==> src/hw/rtl/cbe_pkg.sv <==
package cbe_pkg;

    // newton iteration limit
    localparam int NewtonSteps = 6;
    localparam int IterW       = $clog2(NewtonSteps + 1);

    // unsigned q30 values: 1.0 = 2^30, held in 31 bits
    localparam int         QW    = 31;
    localparam logic [30:0] QONE = 31'h4000_0000;

    // flat derivative and tiny step threshold, 1e-6 in q30
    localparam int TinyQ30 = 1074;

    // divider widths: magnitudes of numerator and denominator, quotient bits
    localparam int DivW    = 34;
    localparam int QuoBits = 31;

    // accumulator for the x, d and y sums
    localparam int AccW = 50;

    typedef struct packed {
        logic signed [15:0] start_x;
        logic signed [15:0] start_y;
        logic signed [15:0] ctrl_a_x;
        logic signed [15:0] ctrl_a_y;
        logic signed [15:0] ctrl_b_x;
        logic signed [15:0] ctrl_b_y;
        logic signed [15:0] end_x;
        logic signed [15:0] end_y;
        logic signed [15:0] progress;
    } t_in_item;

    typedef struct packed {
        logic signed [15:0] eased_y;
        logic               hold_step;
    } t_out_item;

endpackage

==> src/hw/rtl/cbe_div.sv <==
module cbe_div (
    input  logic                        i_clk,
    input  logic                        i_rst_n,
    input  logic                        i_start,
    input  logic [cbe_pkg::DivW-1:0]    i_num,
    input  logic [cbe_pkg::DivW-1:0]    i_den,
    output logic                        o_done,
    output logic [cbe_pkg::QuoBits-1:0] o_quo
);
    import cbe_pkg::*;

    // restoring divider, one quotient bit a cycle: quo = (num * 2^30) / den
    // with num < 2 * den, so the quotient fits in QuoBits bits
    localparam int CntW = $clog2(QuoBits);

    logic [DivW:0]      r_rem, n_rem;
    logic [DivW-1:0]    r_den, n_den;
    logic [QuoBits-1:0] r_quo, n_quo;
    logic [CntW-1:0]    r_cnt, n_cnt;
    logic               r_busy, n_busy;
    logic               r_first, n_first;
    logic               r_done, n_done;
    logic [DivW:0]      trial;
    logic               ge;

    always_comb begin
        trial   = r_first ? r_rem : {r_rem[DivW-1:0], 1'b0};
        ge      = trial >= {1'b0, r_den};
        n_rem   = r_rem;
        n_den   = r_den;
        n_quo   = r_quo;
        n_cnt   = r_cnt;
        n_busy  = r_busy;
        n_first = r_first;
        n_done  = 1'b0;
        if (i_start) begin
            n_rem   = {1'b0, i_num};
            n_den   = i_den;
            n_cnt   = '0;
            n_busy  = 1'b1;
            n_first = 1'b1;
        end else if (r_busy) begin
            n_rem   = ge ? trial - {1'b0, r_den} : trial;
            n_quo   = {r_quo[QuoBits-2:0], ge};
            n_first = 1'b0;
            n_cnt   = r_cnt + 1'b1;
            if (r_cnt == CntW'(QuoBits - 1)) begin
                n_busy = 1'b0;
                n_done = 1'b1;
            end
        end
    end

    always_ff @(posedge i_clk) begin
        r_rem   <= n_rem;
        r_den   <= n_den;
        r_quo   <= n_quo;
        r_cnt   <= n_cnt;
        r_first <= n_first;
        if (!i_rst_n) begin
            r_busy <= 1'b0;
            r_done <= 1'b0;
        end else begin
            r_busy <= n_busy;
            r_done <= n_done;
        end
    end

    assign o_done = r_done;
    assign o_quo  = r_quo;

endmodule

==> config.mk <==
export PLATFORM = sky130hd
export DESIGN_NAME = cbe_div
export DESIGN_NICKNAME = d
export VERILOG_FILES = /design/src/hw/rtl/cbe_pkg.sv /design/src/hw/rtl/cbe_div.sv
export SDC_FILE = /design/constraint.sdc
export NUM_CORES = 1
export LEC_CHECK = 0
export BUFFER_PORTS_ARGS = -buffer_cell sky130_fd_sc_hd__buf_4
export CAP_MARGIN = 15
export CORE_MARGIN = 2
export CORE_UTILIZATION = 45
export DETAILED_ROUTE_END_ITERATION = 7
export PLACE_DENSITY = 0.69
export SETUP_SLACK_MARGIN = 0.1
export SYNTH_ARGS = -nofsm -noshare
export SYNTH_HDL_FRONTEND = slang
export SYNTH_SLANG_ARGS = --single-unit
==> constraint.sdc <==
create_clock -name i_clk -period 4.3 [get_ports i_clk]
set_input_delay 0.43 -clock i_clk [delete_from_list [all_inputs] [get_ports i_clk]]
set_output_delay 0.43 -clock i_clk [all_outputs]
set_load 0.05 [all_outputs]
# After elaboration in Yosys (flattened, before gate mapping)
# Index checks and enable logic that the tools add are counted.
# totals
register_bits	108
inputBits	71
output_inout_bits	32
word_cells	26
# op_classes
n_addsub	2
order_cmp	1
eq_ne	1
n_mux	8
bitwise	3
reduce_logical	3
# ops
op	count
two-way mux 35 bit	2
two-way mux 34 bit	2
>= comparator 35 x 34 -> 1 bit	1
subtractor 35 x 34 -> 35 bit	1
adder 5 x 1 -> 5 bit (second input constant)	1
== test 5 bit (second input constant)	1
two-way mux 1 bit	4
NOT 1 bit	3
OR reduction 3 bit	1
AND reduction 2 bit	1
nonzero test 2 bit	1

# Depth between registers and ports, before layout
# logic_depth
ltp_word	5
depth_mapped	18
depth_no_buf	13

# Least setup slack after synthesis
# OpenSTA, ideal clock, no wires.
# synth_timing
kind	register to register
start	register r_first
end	register r_rem[30] (data pin)
setup_time_ps	270
arrival_ps	3771
required_ps	4030
slack_ps	259
stages_incl_launch_ff	18
path_buffers	5
period_less_slack_ps	4041
cell_sequence	dfxtp_1 clkbuf_1 clkbuf_1 buf_1 mux2_2 ha_1 buf_2 a21oi_1 o21ai_2 a2111oi_4 o31ai_1 a31oi_4 a22o_4 inv_4 buf_8 or3_1 o21ai_2 a211oi_2
# synth_via
elab_chain_cells	5
word_cells_on_any_way	6
classes_between	add/sub: 1; order compare: 1; mux: 4
# synth_rtl
element	line	text
start, declared	cbe_div.sv:21	logic r_first, n_first;
start signal, assigned	cbe_div.sv:59	r_first <= n_first;
two-way mux 35 bit (*)	cbe_div.sv:27	trial = r_first ? r_rem : {r_rem[DivW-1:0], 1'b0};
subtractor 35 x 34 -> 35 bit or >= comparator 35 x 34 -> 1 bit (tied branches)	cbe_div.sv:43, cbe_div.sv:28	
two-way mux 35 bit (*)	cbe_div.sv:43	n_rem = ge ? trial - {1'b0, r_den} : trial;
two-way mux 34 bit (*)	cbe_div.sv:42	end else if (r_busy) begin
two-way mux 34 bit (*)	cbe_div.sv:36	if (i_start) begin
via n_rem[30]	cbe_div.sv:16	logic [DivW:0] r_rem, n_rem;
end signal, assigned	cbe_div.sv:55	r_rem <= n_rem;
end, declared	cbe_div.sv:16	
# Mark *: on every way through the listed nets, which the timed path passes. The rest lies on a longest branch. The select of a mux whose other input is x is not followed.
# A chain may end at the register's enable or synchronous reset.

# Worst setup path after layout
# Same ends and word-level chain as after synthesis.

==> results.json <==
{
  "dpl.hpwl_um": 10700,
  "port_buffers": 102,
  "skew_ps": 10.9,
  "route.final.wire_length_um": 14600,
  "cts_buffers": 9,
  "slew_headroom_pct": 62.8,
  "grt_pass1_vias": 4868,
  "fin_tns_setup_ps": 0,
  "cts_tree": "done",
  "rows": 44,
  "crit_chain": "buf_12 > mux2_2 > ha_1 > nand4_2 > o31ai_1 > nand3_1 > a31oi_1 > o31ai_1 > a21oi_1 > a31oi_1 > nor4b_1 > a211oi_2",
  "async_flop_share_pct": 0,
  "numClockSinks": 108,
  "drt_iter0_drc": 277,
  "dieArea_mm2": 0.0159,
  "clockBufferDepth": 2,
  "n_antenna_cell": 0,
  "clk_pin_slew_ps": 90,
  "synth-main-ff-cell": "edfxtp_1",
  "reg2reg_to": "r_rem[30]$_DFFE_PP_",
  "yosysTopAreaCell": "edfxtp_1",
  "power_density_mw_per_mm2": 576,
  "finalSetupViolCount": 0,
  "reg2reg_depth": 12,
  "place_congestion": 0.924,
  "required_ps": 4410,
  "drc": 0,
  "highest_layer": "met4",
  "area.growth.synth_to_final_pct": 17.5,
  "cpPeakStageDelay_ps": 400,
  "synth_area_mm2": 0.00671,
  "met1_length_um": 6800,
  "rsz0062_at_grt": "false",
  "hold_viol": 0,
  "route.met3.wl_um": 650,
  "regToRegSetupSlack_ps": 570,
  "post-cts-setup-buffers": 0,
  "wire_per_inst_um": 16.3,
  "min-delay-start": "i_den[28]",
  "cts.repair.resized": 0,
  "maxCapViolations": 0,
  "endpoint_kind": "flop",
  "netlist.area_leader.share_pct": 44.3,
  "grt_pass1_wl_um": 23600,
  "whs_endpoint": "r_den[28]$_DFFE_PP_",
  "synth_area_leaders": "edfxtp_1, ha_1, mux2_2",
  "fin_crit_sh_pct": 86.7,
  "min_period_ps": 3730,
  "clock-root-buffer": "clkbuf_16",
  "max_freq_mhz": 268,
  "synth_fp_nets": 728,
  "arrival_ps": 3830,
  "die_w_um": 126,
  "chipHeight_um": 126,
  "synth_area_per_cell_um2": 10.8,
  "min_path_cells": 1,
  "hold_buffers": 0,
  "synth_edf_count": 99,
  "crit_type": "flop to flop",
  "drive_gt1_share_pct": 27.2,
  "final_antenna_net_count": 0,
  "grt_start_max_net_pins": 47,
  "antenna_found_initial": 0,
  "ys_ff_latch": 108,
  "tightest_slew_ps": 557,
  "utilization_pct": 54.3,
  "synth_seq_area_share_pct": 47.0,
  "grt-ovfl-total": 0,
  "r2r_start": "r_first$_SDFFE_PP1P_",
  "coreArea_mm2": 0.0145,
  "vdd_drop_max_mv": 0.391,
  "via_per_inst": 5.51,
  "crit_path_start_kind": "flop",
  "fin_nets": 815,
  "drtPass1Iterations": 6,
  "grt_usage_pct": 18.4,
  "power.leakage_nw": 3.25,
  "ys_types": 69,
  "io_pins": 103,
  "synth-warning-count": 0,
  "drv_slew": 0,
  "hold_class": "input port to flop",
  "critical_path.slowest_cell": "ha_1",
  "cp_max_fo": 36,
  "synthesis.instances": 620,
  "htreeDepth": 3,
  "outcome": "complete, no violations",
  "wl_met2_um": 6870,
  "start_util_pct": 46.2,
  "routed-via-count": 4941,
  "clock_latency_ps": 370
}
[layout make-up]
| cell class | instances | area [um^2] |
|---|---|---|
| sequential | 108 | 3150 |
| clock inverter | 7 | 86.3 |
| inverter | 54 | 205 |
| tap | 184 | 230 |
| timing repair buffer | 108 | 823 |
| clock buffer | 9 | 225 |
| multi-input combinational | 426 | 3170 |
| fill | 1272 | 6640 |
[power by group]
part	switching [mW]	internal, mW	total [mW]
logic	1.29	0.977	2.27
registers	0.0734	1.35	1.42
clock network	0.437	0.419	0.855
total	1.80	2.74	4.54
[layer usage]
| layer | track usage [%] | vias to the layer above |
|---|---|---|
| met2 | 30.6 | 140 |
| met1 | 24.0 | 2326 |
| met5 | 0 | - |
| met3 | 3.74 | 20 |
| met4 | 6.21 | 0 |
| li1 | - | 2455 |
[Yosys cell counts (2+ instances only)]
cell type  count
a21oi_2        6
inv_1         52
o21ai_2        4
o21ai_0       12
a21o_1        15
or3_1          6
o211ai_1       5
nand2_1       35
xor2_1         6
clkbuf_1      14
nor3_1         8
mux2_2        36
nor4b_1        2
o21a_1        11
a31oi_1        6
a21oi_1       60
a221o_1        5
buf_2          7
a211oi_2       3
o31ai_2        2
buf_1          4
ha_1          36
o21ai_1        9
edfxtp_1      99
and4_1         2
a211oi_1       5
nand3_1        7
nand2b_1       2
and3_1         5
o31ai_1        4
buf_6          4
a2bb2oi_1      2
nor4_1         2
nand4_1       10
o21bai_1       7
mux2i_1       10
dfxtp_1        9
nor2_1        47
mux2_4         3
xnor2_1       26
nor2b_1        4
[placed cells by master, fill, tap and decap left out, types with 10 or more instances in the layout]
cell type    n
a21o_1      15
a21oi_1     60
buf_4      107
edfxtp_1    99
ha_1        36
inv_1       52
mux2_2      36
mux2i_1     10
nand2_1     35
nand4_1     10
nor2_1      46
o21a_1      11
o21ai_0     12
xnor2_1     26
[logic make-up after synthesis]
kind of cell | Yosys count | share of synthesized area (%)
xor gates and xnor gates | 32 | 4.17
AOI/OAI and AO/OA | 171 | 17.8
muxes | 49 | 8.20
and+or+nand+nor | 137 | 9.95
adders and majority gates | 37 | 7.01
buffers and inverters | 86 | 5.89
DFF | 108 | 47.0
[state kept, by name, summed over array words and instances, names as in the netlist]
register and cells:
r_rem 35, r_den 34, o_quo 31, r_cnt 5, o_done 1, r_busy 1
r_first 1
[worst max-delay path: cells and delay by family (launching register included)]
kind | cells | cell delay (ps)
buf+inv | 1 | 230
simple gates | 3 | 660
flops | 1 | 360
fa+ha+maj | 1 | 400
compound gates | 6 | 1420
mux | 1 | 380
[how the worst max path moves through the flow]
stage | from | to | cells past startpoint
floorplan | r_first$_SDFFE_PP1P_ | r_rem[30]$_DFFE_PP_ | 17
global placement | r_first$_SDFFE_PP1P_ | r_rem[10]$_DFFE_PP_ | 12
detailed placement | r_first$_SDFFE_PP1P_ | r_rem[33]$_DFFE_PP_ | 12
CTS | r_first$_SDFFE_PP1P_ | r_rem[33]$_DFFE_PP_ | 12
global route | r_first$_SDFFE_PP1P_ | r_rem[33]$_DFFE_PP_ | 12
finish | r_first$_SDFFE_PP1P_ | r_rem[30]$_DFFE_PP_ | 12
[through the flow]
stage                     std cells  cell area [um^2]  power, mW  hold slack, ps  setup slack [ps]
after global placement          880              7580       3.65             438               682
after CTS                       896              7890       4.56             217               548
final                           896              7890       4.54             231               573
after detailed placement        880              7580       3.68             436               562
after global routing            896              7890       4.85             219               185
after floorplan                 620              6710       3.30             460               259
Note: power is estimated with default switching activity, not from simulation.
